### src/hw/rtl/pml_pkg.sv
// ----------------------------------------------------------------------------
// pml_pkg
// Shared types and constants for the peak meter with LED ladder.
// ----------------------------------------------------------------------------
package pml_pkg;

    localparam int unsigned SAMPLE_W      = 25;
    localparam int unsigned HOLD_W        = 8;
    localparam int unsigned LED_W         = 4;
    localparam int unsigned CNT_W         = 5;
    localparam int unsigned LVL_TABLE_LEN = 26;
    localparam int unsigned THR_W         = 33;

    localparam logic [HOLD_W-1:0] HOLD_TICKS_RST = 8'd10;
    localparam logic [LED_W-1:0]  LED_SAT        = 4'd15;

    // floor(2^31 * 10^(dB/20)) for dB = -78 .. -3 in 3 dB steps
    localparam logic [31:0] LVL_Q31 [LVL_TABLE_LEN] = '{
        32'd270352,     32'd381882,     32'd539423,     32'd761955,
        32'd1076291,    32'd1520301,    32'd2147483,    32'd3033401,
        32'd4284793,    32'd6052431,    32'd8549286,    32'd12076188,
        32'd17058068,   32'd24095162,   32'd34035322,   32'd48076170,
        32'd67909395,   32'd95924570,   32'd135497057,  32'd191394681,
        32'd270352173,  32'd381882595,  32'd539423503,  32'd761955951,
        32'd1076291388, 32'd1520301995
    };

    typedef enum logic {
        OP_SAMPLE = 1'b0,
        OP_TICK   = 1'b1
    } t_opcode;

    typedef struct packed {
        logic [LED_W-1:0] led_count;
        logic             overload;
    } t_level_stat;

endpackage

### src/hw/rtl/pml_intf.sv
// ----------------------------------------------------------------------------
// pml_intf
// Valid/ready channels for input items and result items.
// ----------------------------------------------------------------------------
interface pml_in_if;
    logic                             valid;
    logic                             ready;
    logic                             opcode;
    logic signed [pml_pkg::SAMPLE_W-1:0] sample;
    logic                             last_in_block;

    modport source (output valid, output opcode, output sample, output last_in_block,
                    input ready);
    modport sink   (input valid, input opcode, input sample, input last_in_block,
                    output ready);
endinterface

interface pml_out_if;
    logic                          valid;
    logic                          ready;
    logic [pml_pkg::LED_W-1:0]     led_count;
    logic                          over_lit;
    logic [pml_pkg::SAMPLE_W-1:0]  peak_level;

    modport source (output valid, output led_count, output over_lit, output peak_level,
                    input ready);
    modport sink   (input valid, input led_count, input over_lit, input peak_level,
                    output ready);
endinterface

### src/hw/rtl/pml_level.sv
// ----------------------------------------------------------------------------
// pml_level
// Threshold ladder: LED count and overload flag for a held peak.
// ----------------------------------------------------------------------------
module pml_level #(
    parameter int unsigned NUM_LEDS  = 13,
    parameter int unsigned FRAC_BITS = 23
) (
    input  logic [pml_pkg::SAMPLE_W-1:0] i_peak,
    output pml_pkg::t_level_stat         o_stat
);

    localparam int unsigned FIRST = pml_pkg::LVL_TABLE_LEN - NUM_LEDS;
    localparam logic [pml_pkg::THR_W-1:0] FULL_SCALE =
        pml_pkg::THR_W'(64'd1 << FRAC_BITS);

    logic [pml_pkg::THR_W-1:0] peak_ext;
    logic [NUM_LEDS-1:0]       lit;
    logic [pml_pkg::CNT_W-1:0] cnt;

    assign peak_ext = pml_pkg::THR_W'(i_peak);

    for (genvar g = 0; g < NUM_LEDS; g++) begin : g_thr
        localparam logic [pml_pkg::THR_W-1:0] THR =
            (pml_pkg::THR_W'(pml_pkg::LVL_Q31[FIRST + g]) >> (31 - FRAC_BITS))
            + pml_pkg::THR_W'(1);
        assign lit[g] = (peak_ext >= THR);
    end

    always_comb begin
        cnt = '0;
        for (int k = 0; k < NUM_LEDS; k++) begin
            cnt = cnt + pml_pkg::CNT_W'(lit[k]);
        end
    end

    always_comb begin
        o_stat.led_count = (cnt > pml_pkg::CNT_W'(pml_pkg::LED_SAT)) ?
                           pml_pkg::LED_SAT : cnt[pml_pkg::LED_W-1:0];
        o_stat.overload  = (peak_ext >= FULL_SCALE);
    end

endmodule

### src/hw/rtl/peak_meter_led_ladder.sv
// ----------------------------------------------------------------------------
// peak_meter_led_ladder
// Peak level meter with an LED threshold ladder and overload hold.
// ----------------------------------------------------------------------------
// usage:
//   i_in carries sample transactions (opcode sample) and refresh ticks
//   (opcode tick). samples update the running block maximum; the one marked
//   last_in_block latches it as the held peak. a tick advances the overload
//   hold counter and returns one transaction on o_out with led_count,
//   over_lit and peak_level. samples return nothing.
//   i_cfg_we/i_cfg_data write hold_ticks; write it only while idle.
// timing:
//   one transaction per cycle sustained while no tick waits on a stalled o_out.
//   an input register feeds the state update and ladder compare, whose result
//   lands in the output register: a tick's result is valid there once it leaves the input register.
// reset:
//   synchronous, active low; clears the maxima, the hold counter, the
//   pipeline valids, and sets hold_ticks to 10.
// stall:
//   while o_out is stalled, samples keep flowing; a tick waits in the input
//   register and i_in.ready drops behind it.
// ----------------------------------------------------------------------------
module peak_meter_led_ladder #(
    parameter int unsigned NUM_LEDS  = 13,
    parameter int unsigned FRAC_BITS = 23
) (
    input  logic                       i_clk,
    input  logic                       i_rst_n,
    input  logic                       i_cfg_we,
    input  logic [pml_pkg::HOLD_W-1:0] i_cfg_data,
    pml_in_if.sink                     i_in,
    pml_out_if.source                  o_out
);

    logic                                r_s1_valid;
    pml_pkg::t_opcode                    r_s1_op;
    logic [pml_pkg::SAMPLE_W-1:0]        r_s1_sample;
    logic                                r_s1_last;

    logic [pml_pkg::HOLD_W-1:0]          r_hold_ticks;
    logic [pml_pkg::SAMPLE_W-1:0]        r_running_max;
    logic [pml_pkg::SAMPLE_W-1:0]        r_held_peak;
    logic [pml_pkg::HOLD_W-1:0]          r_hold_count;

    logic                                r_out_valid;
    logic [pml_pkg::LED_W-1:0]           r_led_count;
    logic                                r_over_lit;
    logic [pml_pkg::SAMPLE_W-1:0]        r_peak_level;

    logic                                out_free;
    logic                                s1_go;
    logic                                in_acc;
    logic [pml_pkg::SAMPLE_W-1:0]        mag;
    logic [pml_pkg::SAMPLE_W-1:0]        blockmax;
    logic [pml_pkg::HOLD_W-1:0]          n_hold_count;
    pml_pkg::t_level_stat                stat;

    pml_level #(
        .NUM_LEDS  (NUM_LEDS),
        .FRAC_BITS (FRAC_BITS)
    ) u_level (
        .i_peak (r_held_peak),
        .o_stat (stat)
    );

    assign out_free   = !r_out_valid || o_out.ready;
    assign s1_go      = r_s1_valid && ((r_s1_op == pml_pkg::OP_SAMPLE) || out_free);
    assign i_in.ready = !r_s1_valid || s1_go;
    assign in_acc     = i_in.valid && i_in.ready;

    always_comb begin
        mag      = r_s1_sample[pml_pkg::SAMPLE_W-1] ? (~r_s1_sample + 1'b1) : r_s1_sample;
        blockmax = (r_running_max > mag) ? r_running_max : mag;
    end

    always_comb begin
        if (stat.overload) begin
            n_hold_count = pml_pkg::HOLD_W'(1);
        end else if (r_hold_count != '0) begin
            n_hold_count = r_hold_count + 1'b1;
        end else begin
            n_hold_count = r_hold_count;
        end
        if (n_hold_count >= r_hold_ticks) begin
            n_hold_count = '0;
        end
    end

    always_ff @(posedge i_clk) begin
        if (!i_rst_n) begin
            r_s1_valid <= 1'b0;
        end else if (i_in.ready) begin
            r_s1_valid <= i_in.valid;
        end
    end

    always_ff @(posedge i_clk) begin
        if (in_acc) begin
            r_s1_op     <= pml_pkg::t_opcode'(i_in.opcode);
            r_s1_sample <= i_in.sample;
            r_s1_last   <= i_in.last_in_block;
        end
    end

    always_ff @(posedge i_clk) begin
        if (!i_rst_n) begin
            r_hold_ticks <= pml_pkg::HOLD_TICKS_RST;
        end else if (i_cfg_we) begin
            r_hold_ticks <= i_cfg_data;
        end
    end

    always_ff @(posedge i_clk) begin
        if (!i_rst_n) begin
            r_running_max <= '0;
            r_held_peak   <= '0;
            r_hold_count  <= '0;
        end else if (s1_go) begin
            if (r_s1_op == pml_pkg::OP_SAMPLE) begin
                if (r_s1_last) begin
                    r_held_peak   <= blockmax;
                    r_running_max <= '0;
                end else begin
                    r_running_max <= blockmax;
                end
            end else begin
                r_hold_count <= n_hold_count;
            end
        end
    end

    always_ff @(posedge i_clk) begin
        if (!i_rst_n) begin
            r_out_valid <= 1'b0;
        end else if (s1_go && (r_s1_op == pml_pkg::OP_TICK)) begin
            r_out_valid <= 1'b1;
        end else if (o_out.ready) begin
            r_out_valid <= 1'b0;
        end
    end

    always_ff @(posedge i_clk) begin
        if (s1_go && (r_s1_op == pml_pkg::OP_TICK)) begin
            r_led_count  <= stat.led_count;
            r_over_lit   <= (n_hold_count != '0);
            r_peak_level <= r_held_peak;
        end
    end

    assign o_out.valid      = r_out_valid;
    assign o_out.led_count  = r_led_count;
    assign o_out.over_lit   = r_over_lit;
    assign o_out.peak_level = r_peak_level;

endmodule

### src/flat_wrapper.sv
// flat-port wrapper written by rule: the top's interface ports become plain ports
module peak_meter_led_ladder_flat 
#(
    parameter int unsigned NUM_LEDS  = 13,
    parameter int unsigned FRAC_BITS = 23
)
  (i_clk, i_rst_n, i_cfg_we, i_cfg_data, i_in_valid, i_in_opcode, i_in_sample, i_in_last_in_block, i_in_ready, o_out_valid, o_out_led_count, o_out_over_lit, o_out_peak_level, o_out_ready);
  pml_in_if i_in_i ();
  pml_out_if o_out_i ();
  input  logic i_clk;
  input  logic i_rst_n;
  input  logic i_cfg_we;
  input  logic [pml_pkg::HOLD_W-1:0] i_cfg_data;
  input wire logic [$bits(i_in_i.valid)-1:0] i_in_valid;
  input wire logic [$bits(i_in_i.opcode)-1:0] i_in_opcode;
  input wire logic [$bits(i_in_i.sample)-1:0] i_in_sample;
  input wire logic [$bits(i_in_i.last_in_block)-1:0] i_in_last_in_block;
  output wire logic [$bits(i_in_i.ready)-1:0] i_in_ready;
  output wire logic [$bits(o_out_i.valid)-1:0] o_out_valid;
  output wire logic [$bits(o_out_i.led_count)-1:0] o_out_led_count;
  output wire logic [$bits(o_out_i.over_lit)-1:0] o_out_over_lit;
  output wire logic [$bits(o_out_i.peak_level)-1:0] o_out_peak_level;
  input wire logic [$bits(o_out_i.ready)-1:0] o_out_ready;
  assign i_in_i.valid = i_in_valid;
  assign i_in_i.opcode = i_in_opcode;
  assign i_in_i.sample = i_in_sample;
  assign i_in_i.last_in_block = i_in_last_in_block;
  assign i_in_ready = i_in_i.ready;
  assign o_out_valid = o_out_i.valid;
  assign o_out_led_count = o_out_i.led_count;
  assign o_out_over_lit = o_out_i.over_lit;
  assign o_out_peak_level = o_out_i.peak_level;
  assign o_out_i.ready = o_out_ready;
  peak_meter_led_ladder #(.NUM_LEDS(NUM_LEDS), .FRAC_BITS(FRAC_BITS)) u_core (.i_clk(i_clk), .i_rst_n(i_rst_n), .i_cfg_we(i_cfg_we), .i_cfg_data(i_cfg_data), .i_in(i_in_i), .o_out(o_out_i));
endmodule
### config.mk
export PLATFORM = sky130hd
export DESIGN_NAME = peak_meter_led_ladder_flat
export DESIGN_NICKNAME = d
export VERILOG_FILES = /design/src/hw/rtl/pml_pkg.sv /design/src/hw/rtl/pml_intf.sv /design/src/hw/rtl/pml_level.sv /design/src/hw/rtl/peak_meter_led_ladder.sv /design/src/flat_wrapper.sv
export SDC_FILE = /design/constraint.sdc
export NUM_CORES = 1
export LEC_CHECK = 0
export BUFFER_PORTS_ARGS = -buffer_cell sky130_fd_sc_hd__buf_2
export CAP_MARGIN = 20
export CORE_MARGIN = 3
export CORE_UTILIZATION = 54
export CTS_CLUSTER_DIAMETER = 200
export DETAILED_ROUTE_END_ITERATION = 7
export MAX_ROUTING_LAYER = met4
export PLACE_DENSITY = 0.78
export SLEW_MARGIN = 20
export SYNTH_ARGS = -nofsm -noshare
export SYNTH_HDL_FRONTEND = slang
export SYNTH_SLANG_ARGS = --single-unit
### constraint.sdc
create_clock -name i_clk -period 4.46 [get_ports i_clk]
set_clock_uncertainty 0.2 [all_clocks]
set_input_delay 0.669 -clock i_clk [delete_from_list [all_inputs] [get_ports i_clk]]
set_output_delay 0.669 -clock i_clk [all_outputs]
set_load 0.01 [all_outputs]
Word-level counts from Yosys, hierarchy flattened
Index checks and enable logic that the tools add are counted.
- output and inout bits: 32
- register bits: 125
- multiplexer cells: 8
- $add $sub $neg: 14
- magnitude comparators: 17
- reduce and logical (&&, ||, !) cells: 14
- bitwise gates (word level): 2
- operator list (operator ; count):
    $mux W25 ; 3
    $ge A25 B18 Y1 const B ; 2
    $ge A25 B19 Y1 const B ; 2
    $ge A25 B20 Y1 const B ; 2
    $ge A25 B21 Y1 const B ; 2
    $ge A25 B22 Y1 const B ; 2
    $ge A25 B23 Y1 const B ; 2
    $add A5 B1 Y5 ; 8
    $add A25 B1 Y25 const B ; 1
    $ge A25 B17 Y1 const B ; 1
    $ge A25 B24 Y1 const B ; 1
    $gt A25 B25 Y1 ; 1
    $not A25 Y25 ; 1
    $mux W8 ; 3
    $reduce_bool A8 Y1 ; 2
    $add A8 B1 Y8 const B ; 1
    $ge A8 B8 Y1 ; 1
    $add A4 B1 Y5 ; 1
    $gt A5 B4 Y1 const B ; 1
    $add A3 B1 Y4 ; 1
    $reduce_and A2 Y1 ; 2
    $add A2 B1 Y3 ; 1
    $logic_and A1 B1 Y1 ; 3
    $logic_or A1 B1 Y1 ; 3
    other kinds (6) ; 8

Longest topological paths before layout
Gate-level depths: netlist of the first run.
- word-level depth: 14
- mapped depth: 19
- gate-level depth less buffers: 18

Cells and area by module
A second synthesis of the first run with hierarchy kept.
- cells, all modules: 692
- area, all modules: 6966.7 µm²
- modules (own cells, without submodules) (module ; times used ; area an instance (µm²) ; seq. area each (µm²) ; cells each):
    peak_meter_led_ladder ; 1 ; 5783.0 ; 3072.9 ; 519
    pml_level ; 1 ; 1183.6 ; 0.0 ; 173

Worst setup path before layout of the first run
OpenSTA, ideal clock, no wires.
- path kind: reg-to-reg
- start point: register u_core.r_held_peak[3] in the netlist's numbering
- end point: register u_core.r_led_count, in the netlist u_core.o_out.led_count[1], data pin
- setup time: 250 ps
- buffers on the path: 1
- arrival: 4361 ps
- slack: -351 ps
- period minus slack after synthesis: 4811 ps
- stages on the path, launching flop included: 16
- path through: dfxtp_1 clkbuf_1 nand2b_1 a21o_1 a21oi_1 o211ai_1 a211oi_1 fa_1 inv_1 fa_1 fa_1 inv_1 fa_1 fa_1 fa_1 inv_1
- cells in the longest elaborated chain, start to end: 14
- elaborated cells between the ends (all ways): 26
- classes of those cells: add/sub: 12; order compare: 14
- ends and longest elaborated chain (element ; RTL line ; RTL):
    start: declaration ; peak_meter_led_ladder.sv:42 ; logic [pml_pkg::SAMPLE_W-1:0] r_held_peak;
    start signal: assignment ; peak_meter_led_ladder.sv:121 ; r_held_peak <= blockmax;
    $ge A25 B17 Y1 or $ge A25 B18 Y1 (tied branches) ; pml_level.sv:27 ; assign lit[g] = (peak_ext >= THR);
    $add A1 B1 Y2 ; pml_level.sv:33 ; cnt = cnt + pml_pkg::CNT_W'(lit[k]);
    $add A2 B1 Y3 ; pml_level.sv:33 ;
    $add A3 B1 Y4 ; pml_level.sv:33 ;
    $add A4 B1 Y5 ; pml_level.sv:33 ;
    $add A5 B1 Y5 (7 in a row) ; pml_level.sv:33 ;
    $add A5 B1 Y5 * ; pml_level.sv:33 ;
    $gt A5 B4 Y1 ; pml_level.sv:38 ; o_stat.led_count = (cnt > pml_pkg::CNT_W'(pml_pkg::LED_SAT)) ?
    end signal: assignment ; peak_meter_led_ladder.sv:144 ; r_led_count <= stat.led_count;
    end: declaration ; peak_meter_led_ladder.sv:46 ; logic [pml_pkg::LED_W-1:0] r_led_count;
Mark *: on every way between the ends. The rest lies on a longest branch, timed or not.
A chain may end at the register's enable or synchronous reset.

Worst setup path after layout of the first run
- start point: register u_core.r_held_peak[8] in the netlist's numbering
- end point: register u_core.r_led_count, in the netlist u_core.o_out.led_count[1], data pin
Same word-level chain as after synthesis.

==> impl_metrics.yaml, run 1 <==
floorplan:
  die_w_um: 118
  io-pin-count: 72
  initial_utilization_pct: 56.1
  die_h_um: 118
  coreArea_um2: 12200
  dieArea_um2: 14000
  rows: 40
power_and_ir_drop:
  p_leak_nw: 3.81
  total_power_mw: 2.99
  peakVddDrop_mv: 0.311
  p_per_area_nw_per_um2: 332
grt:
  antenna_found_initial: 0
  grtUsageTotal_pct: 27.6
  grt_remaining_overflow: 0
  grt_pass1_vias: 6025
  grt_pass1_wl_um: 29900
  grt_max_degree: 38
sta:
  hold_viol_final: 0
  setup-violations-final: 2
  finalSetupTns_ps: -248
  drv_slew: 0
  period_minus_slack_ps: 4600
  rsz0062_at_grt: "yes"
  worst_slew_pin_slew_ps: 801
  maxSlewHeadroom_pct: 46.4
  setup_ws_ps: -138
  fin_crit_sh_pct: 103
  fmax_mhz: 217
route:
  drc: 0
  drt-wirelength-per-cell_um: 18.1
  initialDrtViolationCount: 388
  vias_per_cell: 5.88
  routed_wl_um: 19100
  vias: 6198
  firstDrtPassIters: 5
  ant_nets: 0
clock_network:
  postCtsHoldBufs: 0
  cts_buffers: 17
  cts.path.max_buffers: 2
  clock-sinks: 125
  clkTransAtPathRegs_ps: 60
  ctsRootBufferMaster: "clkbuf_16"
  insertion_delay_ps: 430
  cts_tree: "yes"
  htree_levels: 4
layout:
  drive_above_1_share_pct: 31.4
  final_area_um2: 9010
  nNetsFinal: 960
  areaGrowthSynthToFinish_pct: 31.9
  diodes: 0
logic_synthesis:
  synth_flop_cell: "dfxtp_1"
  synth_commonest_cells: "dfxtp_1 (68), nand2_1 (68), edfxtp_1 (57)"
  synth-seq-cells: 125
  synthCells: 712
  yosys-top-cells-area: "edfxtp_1 (25%), dfxtp_1 (20%), ha_1 (7.1%), nand2_1 (3.7%), o21ai_0 (2.9%)"
  synth_area_per_cell_um2: 9.59
  yosys.cell_types.count: 57
  synth_warnings: 0
  synth_edf_count: 57
  yosysSeqAreaShare_pct: 45.0
  synth.net_count: 799
  synth_top_cell_area_share_pct: 25.1
  yosysTopAreaCell: "edfxtp_1"
  async_flop_share_pct: 0
  synth_area_um2: 6830
critical_path:
  cp_slowest_cell: "fa_1"
  start_kind: "flop"
  cp_top_family: "adder cells"
  crit_required_ps: 4440
  crit_buf_inv: 4
  cp.arrival_ps: 4580
  crit_top_cell: "fa_1"
  crit_type: "flop to flop"
  cp_slowest_stage_delay_ps: 500
  worstPathMaxFanout: 9
  end_kind: "flop"
  cp_cell_sequence: "buf_4 > nand2_1 > nand4b_1 > nor4_4 > a211oi_2 > fa_1 > inv_1 > fa_1 > fa_1 > inv_1 > fa_2 > fa_2 > fa_1 > inv_1"
status:
  violations: "negative setup slack"
  run_status: "finished, violations left"
worst_hold_path:
  hold_path_class: "input port to flop"
place:
  io_buffers: 71
  hpwl_um: 13900
  placed_area_um2: 8030
  gp_congestion: 0.938
job:
  cap_violations: 0
[metrics by stage]
step | instances | utilization, % | setup slack (ps) | hold WS, ps
2_1_floorplan | 712 | - | 9.16 | 207
6_report | 1054 | 74.1 | -138 | 213
4_1_cts | 1040 | 71.4 | -195 | 207
3_3_place_gp | 1004 | 66.0 | -216 | 277
3_5_place_dp | 1004 | 66.0 | -270 | 284
5_1_grt | 1054 | 74.1 | -290 | 198
[final timing paths]
kind,startpoint,to,slack (ps),cells after the start
min,i_in_sample[16],u_core.r_s1_sample[16],210,1
min reg2reg,u_core.r_running_max[22],u_core.r_running_max[22],290,1
max,u_core.r_held_peak[8],u_core.o_out.led_count[1],-140,14
max reg2reg,u_core.r_held_peak[8],u_core.o_out.led_count[1],-140,14
[cell type report]
class                   instances  area [µm²]
multi-input cells             509        3770
fillers                       836        3160
flip-flops and latches        125        3090
repair buffers                182        1240
clock buffers                  21         470
well taps                     168         210
inverters                      38         143
clock inverters                11        82.6
[registers in the layout (all words and copies together) (netlist names)]
signal                   cells
u_core.o_out.peak_level     25
u_core.r_held_peak          25
u_core.r_running_max        25
u_core.r_s1_sample          25
u_core.r_hold_count          8
u_core.r_hold_ticks          8
u_core.o_out.led_count       4
u_core.o_out.over_lit        1
u_core.o_out.valid           1
u_core.r_s1_last             1
u_core.r_s1_op               1
u_core.r_s1_valid            1
[routing by layer]
metal / track usage, % / up-vias / share of wire, %
li1: - / 2964 / -
met1: 34.6 / 2959 / 43
met2: 43.8 / 221 / 48
met3: 5.89 / 54 / 5.4
met4: 11.1 / 0 / 3.4
met5: - / - / 0
[repair_timing]
item | 4_1_cts | 5_1_grt
buffers inserted | 4 | 13
pin swaps | 3 | 17
gates resized for setup | 16 | 51
gates cloned | 0 | 1
endpoints found under the setup margin | 30 | 53
[cells by family (layout without fill, tap and decap cells)]
family / Yosys count / in the layout / synth area share (%)
mux: 12 / 12 / 1.76
fa+ha+maj: 47 / 47 / 9.49
xor+xnor: 28 / 28 / 3.59
flops: 125 / 125 / 45.0
buf+inv: 78 / 252 / 4.53
compound gates: 170 / 170 / 17.0
simple gates: 252 / 252 / 18.7
[placed cells by master (no fill, tap or decap), types with 7 or more instances in the layout]
cell	count
nor4_1	8
dfxtp_2	7
ha_1	38
mux2i_1	12
o21ai_0	35
a22o_1	9
dfxtp_1	59
nor2_1	43
nand2_1	67
o2bb2ai_1	16
o311ai_0	10
nand4_1	26
nand3_1	30
edfxtp_1	57
nand2b_1	10
xor2_1	20
o31ai_1	9
a21o_1	7
clkbuf_16	17
buf_4	102
inv_1	38
a21oi_1	29
buf_2	71
[report_power, final]
group	internal [mW]	switching (mW)
Sequential	1.25	0.0328
Combinational	0.191	0.238
Clock	0.758	0.525
Total	2.19	0.796
No activity file was read; power rests on OpenSTA's default activity.
==> run 2, diff against run 1 <==
- RECOVER_POWER: not set -> 25
==> run 2 against run 1 <==
The run still ends with negative setup slack left. Critical path type unchanged. Highest routed layer unchanged. Die area stayed put. Critical path depth stayed put. Critical endpoint unchanged. First-iteration DRC count is 0.26% lower. Utilization down 0.12 points.
==> impl_metrics.yaml, run 2 (synthesis results as in run 1) <==
grt:
  grtUsageTotal_pct: 27.6
  antenna_found_initial: 0
  grt_remaining_overflow: 0
  grt_pass1_wl_um: 29900
  grt_pass1_vias: 6025
  grt_max_degree: 38
critical_path:
  crit_required_ps: 4440
  worst-path-stages: 14
  start_kind: "flop"
  r2r-start: "u_core.r_held_peak[5]"
  end_kind: "flop"
  cp.arrival_ps: 4570
  cp_cell_sequence: "buf_4 > nor4b_4 > nand4b_1 > nor4_4 > a211oi_2 > fa_1 > inv_1 > fa_1 > fa_1 > inv_1 > fa_2 > fa_2 > fa_1 > inv_1"
  critical_path.reg2reg.endpoint: "u_core.o_out.led_count[1]"
  crit_start: "u_core.r_held_peak[5]"
  cp_slowest_stage_delay_ps: 500
  crit_top_cell: "fa_1"
  worstPathMaxFanout: 9
  crit_buf_inv: 4
  crit_end: "u_core.o_out.led_count[1]"
  cp_slowest_cell: "fa_1"
  worst-r2r-cell-count: 14
  crit_type: "flop to flop"
  cp_top_family: "adder cells"
  r2r_slack_ps: -130
clock_network:
  ctsRootBufferMaster: "clkbuf_16"
  htree_levels: 4
  cts_tree: "yes"
  clkTransAtPathRegs_ps: 60
  clock-sinks: 125
  cts.path.max_buffers: 2
  insertion_delay_ps: 430
  cts_buffers: 17
route:
  drc: 0
  vias: 6230
  firstDrtPassIters: 6
  routed_wl_um: 19200
  initialDrtViolationCount: 387
  drt-wirelength-per-cell_um: 18.2
  vias_per_cell: 5.91
  ant_nets: 0
status:
  violations: "negative setup slack"
  run_status: "finished, violations left"
power_and_ir_drop:
  p_per_area_nw_per_um2: 333
  total_power_mw: 2.99
  p_leak_nw: 3.79
  peakVddDrop_mv: 0.310
floorplan:
  die_h_um: 118
  initial_utilization_pct: 56.1
  dieArea_um2: 14000
  die_w_um: 118
  coreArea_um2: 12200
  io-pin-count: 72
  rows: 40
layout:
  areaGrowthSynthToFinish_pct: 31.7
  layout_common_cells: "buf_4 (97), buf_2 (71), nand2_1 (67)"
  diodes: 0
  nNetsFinal: 960
  drive_above_1_share_pct: 30.9
  stdcell_count: 1054
  fin_util_pct: 73.9
  final_common_cell: "buf_4"
sta:
  rsz0062_at_grt: "yes"
  worst_slew_pin_slew_ps: 803
  period_minus_slack_ps: 4590
  fin_crit_sh_pct: 103
  maxSlewHeadroom_pct: 46.3
  drv_slew: 0
  setup-violations-final: 2
  hold_viol_final: 0
  setup_ws_ps: -129
  fmax_mhz: 218
  hold_slack_ps: 214
place:
  hpwl_um: 13900
  gp_congestion: 0.938
  place_inst: 1004
  place_ws_ps: -270
  io_buffers: 71
job:
  cap_violations: 0
worst_hold_path:
  hold_path_class: "input port to flop"
## run 2: changes by cell type in the layout (fill, tap and decap cells not counted), sizes merged
cell    before  now
buf        181  176
clkbuf      22   27
## run 2: metal layers
layer	vias to the layer above	GRT usage, %	share of wire, %
met5	-	-	0
met2	242	43.8	48
li1	2968	-	-
met4	0	11.1	3.2
met3	53	5.89	6.0
met1	2967	34.6	42
## run 2: area by class of cell
class / instances / area (µm²)
Clock buffer: 21 / 470
Clock inverter: 11 / 82.6
Inverter: 38 / 143
Multi-Input combinational cell: 509 / 3770
Sequential cell: 125 / 3090
Fill cell: 842 / 3170
Tap cell: 168 / 210
Timing Repair Buffer: 182 / 1220
## run 2: per-stage QoR
stage | cell area (µm²) | setup TNS [ps]
finish | 8990 | -231
global route | 8990 | -3270
CTS | 8680 | -384
detailed placement | 8030 | -1340
global placement | 8030 | -423
floorplan | 6950 | 0
## run 2: report_power, final
part	switching (mW)	internal [mW]
clock	0.524	0.758
combinational	0.238	0.190
sequential	0.0329	1.25
## run 2: worst min path at each step
stage	slack, ps	end	cells past startpoint	start
finish	210	u_core.r_s1_sample[16]	1	i_in_sample[16]
global route	200	u_core.r_s1_sample[5]	1	i_in_sample[5]
CTS	210	u_core.r_s1_last	1	i_in_last_in_block
detailed placement	280	u_core.r_running_max[21]	1	u_core.r_running_max[21]
global placement	280	u_core.r_hold_ticks[5]	2	u_core.r_hold_ticks[5]
floorplan	210	u_core.o_out.peak_level[16]	0	u_core.r_held_peak[16]
## run 2: repair_timing
action / in CTS / in global routing
hold buffers: 0 / 0
resized for setup: 16 / 51
pin swaps: 3 / 17
gates cloned: 0 / 1
endpoints found under the setup margin: 30 / 53
setup buffers: 4 / 13
hold endpoints to repair: 0 / 0
